<file path="src/rwmc_pkg.sv">
package rwmc_pkg;

    // payload widths of the channels
    localparam int OP_W       = 2;
    localparam int DIR_W      = 2;
    localparam int POS_W      = 6;
    localparam int WALL_W     = 4;
    localparam int CELL_W     = 5;
    localparam int SIZE_W     = 7;
    localparam int CFG_IDX_W  = 2;
    localparam int CFG_DATA_W = 7;

    // width used to compare grid sizes against the largest grid
    localparam int CMP_W = 9;

    typedef enum logic [OP_W-1:0] {
        OP_STEP    = 2'd0,
        OP_READ    = 2'd1,
        OP_RESTART = 2'd2,
        OP_IDLE    = 2'd3
    } t_op;

    typedef enum logic [DIR_W-1:0] {
        DIR_WEST  = 2'd0,
        DIR_SOUTH = 2'd1,
        DIR_EAST  = 2'd2,
        DIR_NORTH = 2'd3
    } t_dir;

    typedef enum logic [CFG_IDX_W-1:0] {
        CFG_ROWS      = 2'd0,
        CFG_COLS      = 2'd1,
        CFG_START_ROW = 2'd2,
        CFG_START_COL = 2'd3
    } t_cfg_idx;

    // cell layout: west, south, east, north walls, then the unvisited mark
    localparam logic [CELL_W-1:0] CELL_FRESH    = 5'h1F;
    localparam logic [CELL_W-1:0] UNVISITED_BIT = 5'h10;
    localparam logic [CELL_W-1:0] START_CELL    = 5'h0F;
    localparam logic [CELL_W-1:0] WALL_WEST     = 5'h01;
    localparam logic [CELL_W-1:0] WALL_SOUTH    = 5'h02;
    localparam logic [CELL_W-1:0] WALL_EAST     = 5'h04;
    localparam logic [CELL_W-1:0] WALL_NORTH    = 5'h08;

    localparam logic [WALL_W-1:0] WALLS_CLOSED = 4'hF;

    localparam logic [SIZE_W-1:0] RST_ROWS  = 7'd16;
    localparam logic [SIZE_W-1:0] RST_COLS  = 7'd16;
    localparam logic [POS_W-1:0]  RST_START = 6'd0;

    function automatic logic [CELL_W-1:0] here_wall(input t_dir d);
        logic [CELL_W-1:0] w;
        case (d)
            DIR_WEST:  w = WALL_WEST;
            DIR_SOUTH: w = WALL_SOUTH;
            DIR_EAST:  w = WALL_EAST;
            default:   w = WALL_NORTH;
        endcase
        return w;
    endfunction

    function automatic logic [CELL_W-1:0] there_wall(input t_dir d);
        logic [CELL_W-1:0] w;
        case (d)
            DIR_WEST:  w = WALL_EAST;
            DIR_SOUTH: w = WALL_NORTH;
            DIR_EAST:  w = WALL_WEST;
            default:   w = WALL_SOUTH;
        endcase
        return w;
    endfunction

    typedef struct packed {
        logic take_item;
        logic restart;
        logic sweep;
        logic rd_item;
        logic rd_there;
        logic rd_here;
        logic wr_there;
        logic wr_here;
        logic capture_read;
        logic carve;
        logic move;
        logic load_out;
    } t_cmd;

    typedef struct packed {
        t_op  op;
        logic finished;
        logic same_cell;
        logic there_unvis;
        logic sweep_last;
        logic out_busy;
    } t_status;

endpackage

</file>
<file path="src/rwmc_ctrl.sv">
module rwmc_ctrl (
    input  logic              i_clk,
    input  logic              i_rst_n,
    input  logic              i_in_valid,
    input  rwmc_pkg::t_status i_status,
    output logic              o_in_ready,
    output rwmc_pkg::t_cmd    o_cmd
);

    typedef enum logic [6:0] {
        S_INIT   = 7'b0000001,
        S_CLEAR  = 7'b0000010,
        S_IDLE   = 7'b0000100,
        S_LOOK   = 7'b0001000,
        S_FETCH  = 7'b0010000,
        S_MODIFY = 7'b0100000,
        S_DONE   = 7'b1000000
    } t_state;

    t_state r_state, n_state;
    logic   r_pend, n_pend;

    always_comb begin
        n_state    = r_state;
        n_pend     = r_pend;
        o_cmd      = '0;
        o_in_ready = 1'b0;
        case (r_state)
            S_INIT: begin
                o_cmd.restart = 1'b1;
                n_pend        = 1'b0;
                n_state       = S_CLEAR;
            end
            S_CLEAR: begin
                o_cmd.sweep = 1'b1;
                if (i_status.sweep_last) begin
                    n_state = r_pend ? S_DONE : S_IDLE;
                    n_pend  = 1'b0;
                end
            end
            S_IDLE: begin
                o_in_ready = 1'b1;
                if (i_in_valid) begin
                    o_cmd.take_item = 1'b1;
                    n_state         = S_LOOK;
                end
            end
            S_LOOK: begin
                case (i_status.op)
                    rwmc_pkg::OP_RESTART: begin
                        o_cmd.restart = 1'b1;
                        n_pend        = 1'b1;
                        n_state       = S_CLEAR;
                    end
                    rwmc_pkg::OP_READ: begin
                        o_cmd.rd_item = 1'b1;
                        n_state       = S_FETCH;
                    end
                    rwmc_pkg::OP_STEP: begin
                        if (!i_status.finished && !i_status.same_cell) begin
                            o_cmd.rd_there = 1'b1;
                            n_state        = S_FETCH;
                        end else begin
                            n_state = S_DONE;
                        end
                    end
                    default: n_state = S_DONE;
                endcase
            end
            S_FETCH: begin
                if (i_status.op == rwmc_pkg::OP_READ) begin
                    o_cmd.capture_read = 1'b1;
                    n_state            = S_DONE;
                end else if (i_status.there_unvis) begin
                    o_cmd.wr_there = 1'b1;
                    o_cmd.rd_here  = 1'b1;
                    o_cmd.carve    = 1'b1;
                    n_state        = S_MODIFY;
                end else begin
                    o_cmd.move = 1'b1;
                    n_state    = S_DONE;
                end
            end
            S_MODIFY: begin
                o_cmd.wr_here = 1'b1;
                o_cmd.move    = 1'b1;
                n_state       = S_DONE;
            end
            S_DONE: begin
                if (!i_status.out_busy) begin
                    o_cmd.load_out = 1'b1;
                    n_state        = S_IDLE;
                end
            end
            default: n_state = S_INIT;
        endcase
    end

    always_ff @(posedge i_clk) begin
        if (!i_rst_n) begin
            r_state <= S_INIT;
            r_pend  <= 1'b0;
        end else begin
            r_state <= n_state;
            r_pend  <= n_pend;
        end
    end

endmodule

</file>
<file path="config.mk">
export PLATFORM = sky130hd
export DESIGN_NAME = rwmc_ctrl
export DESIGN_NICKNAME = d
export VERILOG_FILES = /design/src/rwmc_pkg.sv /design/src/rwmc_ctrl.sv
export SDC_FILE = /design/constraint.sdc
export NUM_CORES = 1
export LEC_CHECK = 0
export ABC_AREA = 0
export BUFFER_PORTS_ARGS = -buffer_cell sky130_fd_sc_hd__buf_2
export CAP_MARGIN = 25
export CORE_MARGIN = 10
export CORE_UTILIZATION = 35
export CTS_CLUSTER_SIZE = 28
export DETAILED_ROUTE_END_ITERATION = 10
export GPL_TIMING_DRIVEN = 1
export SYNTH_ARGS = -nofsm -noshare
export SYNTH_HDL_FRONTEND = slang
export SYNTH_SLANG_ARGS = --single-unit
</file>
<file path="constraint.sdc">
create_clock -name i_clk -period 1.54 [get_ports i_clk]
set_input_delay 0.308 -clock i_clk [delete_from_list [all_inputs] [get_ports i_clk]]
set_output_delay 0.308 -clock i_clk [all_outputs]
set_load 0.005 [all_outputs]
</file>
==> results of run 1 <==
## cell usage in the layout, fill, tap and decap left out, drive strengths merged
master / n
dfxtp: 8
and3: 2
o21ai: 3
mux2i: 1
or3b: 2
o22ai: 1
nand3: 3
xor2: 2
a221oi: 1
inv: 3
nor3: 5
a21oi: 6
and2b: 1
nand2: 7
o221a: 1
clkbuf: 3
nand4b: 1
nor2b: 3
o21bai: 1
nand2b: 4
nor4b: 2
nand3b: 1
and2: 1
buf: 42
nor2: 7
or2b: 1
o2bb2ai: 1
o22a: 1
nor4: 2
and4b: 1
## what timing repair did
action / in CTS / in global routing
setup buffers: 4 / 4
setup endpoints to repair: 15 / 15
resized for setup: 14 / 12
pin swaps: 8 / 4
## where the power goes
group	leakage [nW]	internal [mW]	total [mW]	switching, mW
sequential	0.0684	0.219	0.240	0.0211
combinational	0.374	0.103	0.194	0.0909
clock	0.0138	0.0892	0.160	0.0711
## kinds of logic after synthesis
group           Yosys count
flops                     8
simple gates             43
buf+inv                   5
xor+xnor                  2
mux                       1
compound gates           15
## cell type report
class                           instances  share of cell area, %
Multi-Input combinational cell         61                   48.7
Clock buffer                            3                   2.30
Timing Repair Buffer                   42                   27.7
Tap cell                               16                   2.05
Sequential cell                         8                   18.2
Inverter                                3                   1.15
## cells in the mapped netlist (2+ instances only)
library cell  number  share of area, %
a21oi_1            6               5.3
o21ai_0            2               1.8
nand2_1            7               4.6
buf_4              2               2.6
xor2_1             2               3.1
nor3_1             4               3.5
and3_1             2               2.2
nor2b_1            3               3.3
or3b_1             2               3.1
nor2_1             7               4.6
nand2b_1           4               4.4
nand3_1            3               2.6
dfxtp_1            8                28
inv_1              3               2.0
## routing by layer
layer,vias up,GRT usage [%]
met5,-,0
met4,0,2.82
met3,2,4.18
met2,22,14.3
met1,328,12.7
li1,355,-
## flip-flops by register name (all words and copies together) (netlist names)
name     count
r_state      7
r_pend       1
## stage by stage
stage               utilization [%]  hold slack (ns)  total power, mW
finish                         64.1            0.287            0.594
global route                   64.1            0.294            0.630
global placement               51.7            0.500            0.391
CTS                            58.0            0.280            0.563
detailed placement             51.7            0.485            0.392
floorplan                         -            0.387            0.325
## critical path, stage by stage, from the launching register on
cell and delay, ns:
dfxtp_2 0.33, nor3_4 0.21, nand4b_1 0.17, or3b_4 0.43, nand2_2 0.07, buf_6 0.09
## path summary, 6_finish.rpt
path,slack (ns),to,cells past startpoint
min,0.29,r_state[4],2
max,-0.32,o_cmd[10],5
max reg2reg,-0.14,r_state[2],8
min reg2reg,0.50,r_pend,2
==> flow_summary.html, run 1 <==
<table>
<tr><th>Metric</th><th>Value</th></tr>
<tr><th colspan="2">Routing</th></tr>
<tr><td>Total length of routed wires</td><td>1890 um</td></tr>
<tr><td>Detailed-routed wire length on met2</td><td>875 um</td></tr>
<tr><td>Antenna Nets Post-Route</td><td>0</td></tr>
<tr><td>Detailed-routing iteration count for the pre-antenna-repair pass</td><td>4</td></tr>
<tr><td>Total vias in the final route</td><td>707</td></tr>
<tr><td>Iter 0 DRT Violations</td><td>13</td></tr>
<tr><td>Total met3 wirelength after detailed routing</td><td>115 um</td></tr>
<tr><td>Routed length on met1</td><td>884 um</td></tr>
<tr><td>Top routing layer used</td><td>met4</td></tr>
<tr><td>Vias/cell</td><td>5.32</td></tr>
<tr><td>Average detailed-routed wire length per instance</td><td>14.2 um</td></tr>
<tr><td>DRC</td><td>0</td></tr>
<tr><th colspan="2">Synth</th></tr>
<tr><td>Xor-xnor portion of the synthesized cell area</td><td>3.06%</td></tr>
<tr><td>Number of flops mapped to enable cells by yosys</td><td>0</td></tr>
<tr><td>Combinational family with the most area after synthesis</td><td>simple AND/OR/NAND/NOR gates</td></tr>
<tr><td>Yosys Warn Count</td><td>0</td></tr>
<tr><td>Share of the synthesized area in compound gates (AO/OA/AOI/OAI)</td><td>16.8%</td></tr>
<tr><td>Post-synthesis mux area share</td><td>1.75%</td></tr>
<tr><td>Combined area of all synthesized cells</td><td>572 um^2</td></tr>
<tr><td>Synthesized area per cell</td><td>7.73 um^2</td></tr>
<tr><td>Post-synthesis instance total</td><td>74</td></tr>
<tr><td>Number of distinct library cell variants in the gate-level netlist after synthesis</td><td>33</td></tr>
<tr><td>Post-synthesis share of cell area spent on and, or, nand and nor gates</td><td>45.7%</td></tr>
<tr><td>Synthesized flop and latch total</td><td>8</td></tr>
<tr><td>Adder and majority gate portion of the synthesized area</td><td>0%</td></tr>
<tr><td>Syn nets</td><td>84</td></tr>
<tr><td>Commonest register cell after synthesis</td><td>dfxtp_1</td></tr>
<tr><td>Fraction of the yosys area taken by sequential cells</td><td>28.0%</td></tr>
<tr><td>Asr flop ratio synth</td><td>0%</td></tr>
<tr><th colspan="2">Timing</th></tr>
<tr><td>Final worst clock skew</td><td>0.00131 ns</td></tr>
<tr><td>RSZ-0062 raised after global routing</td><td>true</td></tr>
<tr><td>Hold Fails Final Rpt</td><td>0</td></tr>
<tr><td>Number of endpoints failing setup at the final stage</td><td>15</td></tr>
<tr><td>Slew @ Worst Pin</td><td>0.261 ns</td></tr>
<tr><td>Final setup slack of the worst path</td><td>-0.325 ns</td></tr>
<tr><td>Upper clock frequency limit</td><td>536 MHz</td></tr>
<tr><td>Max_slew headroom</td><td>82.4%</td></tr>
<tr><td>Max-slew violation count</td><td>0</td></tr>
<tr><td>Final worst path period share</td><td>121%</td></tr>
<tr><td>Min Tclk post-route</td><td>1.86 ns</td></tr>
<tr><td>Total negative setup slack</td><td>-2.89 ns</td></tr>
<tr><th colspan="2">Floorplan</th></tr>
<tr><td>Total number of placement rows</td><td>14</td></tr>
<tr><td>Die Footprint</td><td>0.00365 mm^2</td></tr>
<tr><td>Std-Cell Core Area</td><td>0.00152 mm^2</td></tr>
<tr><td>Width of the chip</td><td>60.4 um</td></tr>
<tr><td>Initial core utilization</td><td>37.5%</td></tr>
<tr><td>Die Y</td><td>60.4 um</td></tr>
<tr><td>I/O pin count</td><td>23</td></tr>
<tr><th colspan="2">Clock tree</th></tr>
<tr><td>Clock network latency to the later pin of the worst-skew pair</td><td>0.25 ns</td></tr>
<tr><td>TritonCTS clock tree</td><td>yes</td></tr>
<tr><td>Longest Clk Path Bufs</td><td>2</td></tr>
<tr><td>Number of buffers inserted by hold repair at cts</td><td>0</td></tr>
<tr><td>Clock Sink Count</td><td>8</td></tr>
<tr><td>Clock Root Buffer</td><td>clkbuf_4</td></tr>
<tr><td>Clock buffers created by TritonCTS</td><td>3</td></tr>
<tr><td>H-tree depth reported by CTS</td><td>1</td></tr>
<tr><td>Post-CTS clock slew at the launch and capture registers of the worst setup and hold paths</td><td>0.05 ns</td></tr>
<tr><th colspan="2">Global route</th></tr>
<tr><td>Remaining Overflow, GRT</td><td>0</td></tr>
<tr><td>Pin count of the biggest net entering global routing</td><td>8</td></tr>
<tr><td>Initial antenna violation count</td><td>0</td></tr>
<tr><td>GRT Total Usage</td><td>9.76%</td></tr>
<tr><td>Via count of the first global-routing pass</td><td>667</td></tr>
<tr><td>Wire length of the first global-routing pass</td><td>2840 um</td></tr>
<tr><th colspan="2">Worst setup path</th></tr>
<tr><td>Reg-to-Reg Start</td><td>r_state[4]</td></tr>
<tr><td>Arrival @ worst endpoint</td><td>1.56 ns</td></tr>
<tr><td>Worst setup path class</td><td>register to output pin</td></tr>
<tr><td>CP startpoint</td><td>r_state[4]</td></tr>
<tr><td>Crit path max fanout</td><td>2</td></tr>
<tr><td>Critical Path Sink Type</td><td>output pin</td></tr>
<tr><td>Crit path launch type</td><td>register</td></tr>
<tr><td>Data required time of the worst path</td><td>1.23 ns</td></tr>
<tr><th colspan="2">Placed design</th></tr>
<tr><td>Dpl ws</td><td>-0.0739 ns</td></tr>
<tr><td>Instance area after placement</td><td>788 um^2</td></tr>
<tr><td>Gpl congestion</td><td>0.790</td></tr>
<tr><td>Detailed placer's ending HPWL</td><td>1370 um</td></tr>
<tr><td>I/O Buffers</td><td>22</td></tr>
<tr><td>Count of placed standard cells including taps</td><td>122</td></tr>
<tr><th colspan="2">Finish</th></tr>
<tr><td>Final Net Count</td><td>129</td></tr>
<tr><td>Area taken by multi-input logic gates</td><td>475 um^2</td></tr>
<tr><td>Fill cell count</td><td>134</td></tr>
<tr><td>Count of non-filler cells in the finished layout</td><td>133</td></tr>
<tr><td>Number of antenna cells inserted</td><td>0</td></tr>
<tr><td>Register cell area after layout</td><td>178 um^2</td></tr>
<tr><td>Share of cells above drive strength 1</td><td>56.4%</td></tr>
<tr><td>Area added between synthesis and finish</td><td>70.9%</td></tr>
<tr><td>Area of all placed cells without fillers</td><td>977 um^2</td></tr>
<tr><th colspan="2">Status</th></tr>
<tr><td>Violated checks</td><td>setup timing</td></tr>
<tr><td>Run status</td><td>finished, violations left</td></tr>
<tr><th colspan="2">Power</th></tr>
<tr><td>Reported leakage power</td><td>0.456 nW</td></tr>
<tr><td>Power Dens Cells</td><td>608 mW/mm^2</td></tr>
<tr><td>Peak VDD IR</td><td>0.444 mV</td></tr>
<tr><th colspan="2">Hold path</th></tr>
<tr><td>Type of the tightest min-delay check</td><td>primary input to register</td></tr>
<tr><td>Hold Path Origin</td><td>i_status[6]</td></tr>
<tr><th colspan="2">Run</th></tr>
<tr><td>Number of max-cap violations</td><td>0</td></tr>
</table>
Power figures use the tool's default switching activity.
==> run 2, diff against run 1 <==
SKIP_CTS_REPAIR_TIMING = 1   (was not set)
==> run 2 against run 1 <==
  * The run still ends with setup timing left
  * Routed wire length down 1.8%
  * Final cell count down 3.8%
  * Clock skew up 0.0011 ns
  * Worst hold slack better by 0.0010 ns
  * Non-clock buffer count down 5
  * Sequential share of layout area up 0.22 points
  * Critical path type unchanged
  * Largest cell class unchanged
==> flow_summary.html, run 2 (synthesis gave the netlist of run 1 again) <==
<table>
<tr><th>Metric</th><th>Value</th></tr>
<tr><th colspan="2">Worst setup path</th></tr>
<tr><td>Crit path launch type</td><td>register</td></tr>
<tr><td>Critical Path Sink Type</td><td>output pin</td></tr>
<tr><td>Crit path max fanout</td><td>2 (unchanged)</td></tr>
<tr><td>Buf+Inv Stages, Crit Path</td><td>1 (unchanged)</td></tr>
<tr><td>Cells traversed along the worst timing path</td><td>nor3_4 -&gt; nand4b_1 -&gt; or3b_4 -&gt; nand2_2 -&gt; buf_6</td></tr>
<tr><td>Delay-heaviest family, CP</td><td>simple AND/OR/NAND/NOR gates</td></tr>
<tr><td>Largest incremental delay on the critical path</td><td>0.43 ns (about the same)</td></tr>
<tr><td>Slowest cell on the critical path</td><td>or3b_4</td></tr>
<tr><td>Data required time of the worst path</td><td>1.23 ns (about the same)</td></tr>
<tr><td>Arrival @ worst endpoint</td><td>1.54 ns (-0.02 ns)</td></tr>
<tr><td>Worst setup path class</td><td>register to output pin</td></tr>
<tr><th colspan="2">Finish</th></tr>
<tr><td>Number of antenna cells inserted</td><td>0 (unchanged)</td></tr>
<tr><td>Area added between synthesis and finish</td><td>61.7%</td></tr>
<tr><td>Share of cells above drive strength 1</td><td>56.3% (-0.16 points)</td></tr>
<tr><td>Count of non-filler cells in the finished layout</td><td>128 (-3.8%)</td></tr>
<tr><td>Most common cell after layout, fill and taps aside</td><td>buf_2</td></tr>
<tr><td>Regs by FF count</td><td>r_state x7, r_pend x1</td></tr>
<tr><td>Final Net Count</td><td>124 (-3.9%)</td></tr>
<tr><td>Max reg flops</td><td>7 (unchanged)</td></tr>
<tr><td>Most flop-heavy register</td><td>r_state</td></tr>
<tr><td>Commonest cells after routing, fill and taps aside</td><td>buf_2, buf_4, nand2_1, nor2_1, dfxtp_2</td></tr>
<tr><th colspan="2">Global route</th></tr>
<tr><td>Initial antenna violation count</td><td>0 (unchanged)</td></tr>
<tr><td>GRT Total Usage</td><td>9.09% (-0.68 points)</td></tr>
<tr><td>Wire length of the first global-routing pass</td><td>2650 um (-6.8%)</td></tr>
<tr><td>Pin count of the biggest net entering global routing</td><td>8 (unchanged)</td></tr>
<tr><td>Via count of the first global-routing pass</td><td>626 (-6.1%)</td></tr>
<tr><td>Remaining Overflow, GRT</td><td>0 (unchanged)</td></tr>
<tr><th colspan="2">Timing</th></tr>
<tr><td>Max-slew violation count</td><td>0 (unchanged)</td></tr>
<tr><td>Min Tclk post-route</td><td>1.85 ns (-0.0143 ns)</td></tr>
<tr><td>Final setup slack of the worst path</td><td>-0.310 ns (+0.0143 ns)</td></tr>
<tr><td>Max_slew headroom</td><td>76.1% (-6.3 points)</td></tr>
<tr><td>Hold Fails Final Rpt</td><td>0 (unchanged)</td></tr>
<tr><td>Upper clock frequency limit</td><td>540 MHz (+0.78%)</td></tr>
<tr><td>Number of endpoints failing setup at the final stage</td><td>15 (unchanged)</td></tr>
<tr><td>Final worst clock skew</td><td>0.00240 ns (+0.00108 ns)</td></tr>
<tr><td>RSZ-0062 raised after global routing</td><td>true</td></tr>
<tr><td>Final worst path period share</td><td>120% (-0.93 points)</td></tr>
<tr><td>Slew @ Worst Pin</td><td>0.355 ns (+0.0936 ns)</td></tr>
<tr><th colspan="2">Floorplan</th></tr>
<tr><td>I/O pin count</td><td>23 (unchanged)</td></tr>
<tr><td>Die Footprint</td><td>0.00365 mm^2 (unchanged)</td></tr>
<tr><td>Std-Cell Core Area</td><td>0.00152 mm^2 (unchanged)</td></tr>
<tr><td>Die Y</td><td>60.4 um (unchanged)</td></tr>
<tr><td>Width of the chip</td><td>60.4 um (unchanged)</td></tr>
<tr><td>Initial core utilization</td><td>37.5% (unchanged)</td></tr>
<tr><td>Total number of placement rows</td><td>14 (unchanged)</td></tr>
<tr><th colspan="2">Routing</th></tr>
<tr><td>Iter 0 DRT Violations</td><td>6 (-7)</td></tr>
<tr><td>Total vias in the final route</td><td>684 (-3.3%)</td></tr>
<tr><td>Vias/cell</td><td>5.34 (+0.53%)</td></tr>
<tr><td>DRC</td><td>0 (unchanged)</td></tr>
<tr><td>Total length of routed wires</td><td>1860 um (-1.8%)</td></tr>
<tr><td>Detailed-routing iteration count for the pre-antenna-repair pass</td><td>4 (unchanged)</td></tr>
<tr><td>Average detailed-routed wire length per instance</td><td>14.5 um (+2.0%)</td></tr>
<tr><td>Antenna Nets Post-Route</td><td>0 (unchanged)</td></tr>
<tr><th colspan="2">Run</th></tr>
<tr><td>Number of max-cap violations</td><td>0 (unchanged)</td></tr>
<tr><th colspan="2">Clock tree</th></tr>
<tr><td>H-tree depth reported by CTS</td><td>1 (unchanged)</td></tr>
<tr><td>Clock Sink Count</td><td>8 (unchanged)</td></tr>
<tr><td>Post-CTS clock slew at the launch and capture registers of the worst setup and hold paths</td><td>0.05 ns (about the same)</td></tr>
<tr><td>Longest Clk Path Bufs</td><td>2 (unchanged)</td></tr>
<tr><td>Clock network latency to the later pin of the worst-skew pair</td><td>0.25 ns (about the same)</td></tr>
<tr><td>Clock Root Buffer</td><td>clkbuf_4</td></tr>
<tr><td>TritonCTS clock tree</td><td>yes</td></tr>
<tr><td>Clock buffers created by TritonCTS</td><td>3 (unchanged)</td></tr>
<tr><th colspan="2">Placed design</th></tr>
<tr><td>Count of placed standard cells including taps</td><td>122 (unchanged)</td></tr>
<tr><td>Detailed placer's ending HPWL</td><td>1370 um (unchanged)</td></tr>
<tr><td>I/O Buffers</td><td>22 (unchanged)</td></tr>
<tr><td>Gpl congestion</td><td>0.790 (unchanged)</td></tr>
<tr><th colspan="2">Status</th></tr>
<tr><td>Run status</td><td>finished, violations left</td></tr>
<tr><td>Violated checks</td><td>setup timing</td></tr>
<tr><th colspan="2">Power</th></tr>
<tr><td>Power Dens Cells</td><td>651 mW/mm^2 (+7.0%)</td></tr>
<tr><td>Reported leakage power</td><td>0.431 nW (-5.6%)</td></tr>
<tr><td>PnR Total Power</td><td>602 uW (+1.3%)</td></tr>
<tr><td>Peak VDD IR</td><td>0.453 mV (+1.9%)</td></tr>
<tr><th colspan="2">Hold path</th></tr>
<tr><td>Type of the tightest min-delay check</td><td>primary input to register</td></tr>
</table>
## run 2: changes by cell type in the layout (fill, tap and decap cells not counted), sizes merged
cell / before / now
buf: 42 / 37
## run 2: final timing paths
check	slack, ns	startpoint	depth (start not counted)	to
min	0.29	i_status[6]	2	r_state[4]
max	-0.31	r_state[4]	5	o_cmd[10]
min reg2reg	0.51	r_pend	2	r_pend
max reg2reg	-0.14	r_state[3]	6	r_state[2]
## run 2: area by class of cell
type / instances / area [um^2]
fill: 141 / 599
multi-input combinational: 61 / 472
timing repair buffer: 37 / 229
sequential: 8 / 170
clock buffer: 3 / 22.5
tap: 16 / 20.0
inverter: 3 / 11.3
## run 2: per-layer routing
metal / vias to the layer above / global-route usage, % / share of wire, %
met4: 0 / 2.82 / 0.70
li1: 348 / - / -
met5: - / 0 / 0
met2: 24 / 12.5 / 47
met1: 310 / 12.2 / 46
met3: 2 / 4.18 / 6.3
## run 2: power by group
part / internal [mW] / switching (mW)
registers: 0.219 / 0.0243
logic: 0.104 / 0.0936
clock network: 0.0892 / 0.0713
total: 0.412 / 0.189
## run 2: per-stage QoR
step	setup TNS, ns	hold WS, ns	utilization, %	worst slack, ns	instance area [um^2]
final	-2.68	0.288	60.7	-0.310	925
after floorplan	-0.0543	0.387	-	-0.0543	583
after global placement	-0.294	0.500	51.7	-0.0696	788
after global routing	-3.85	0.293	60.7	-0.382	925
after detailed placement	-0.339	0.485	51.7	-0.0739	788
after CTS	-3.28	0.275	53.2	-0.360	811
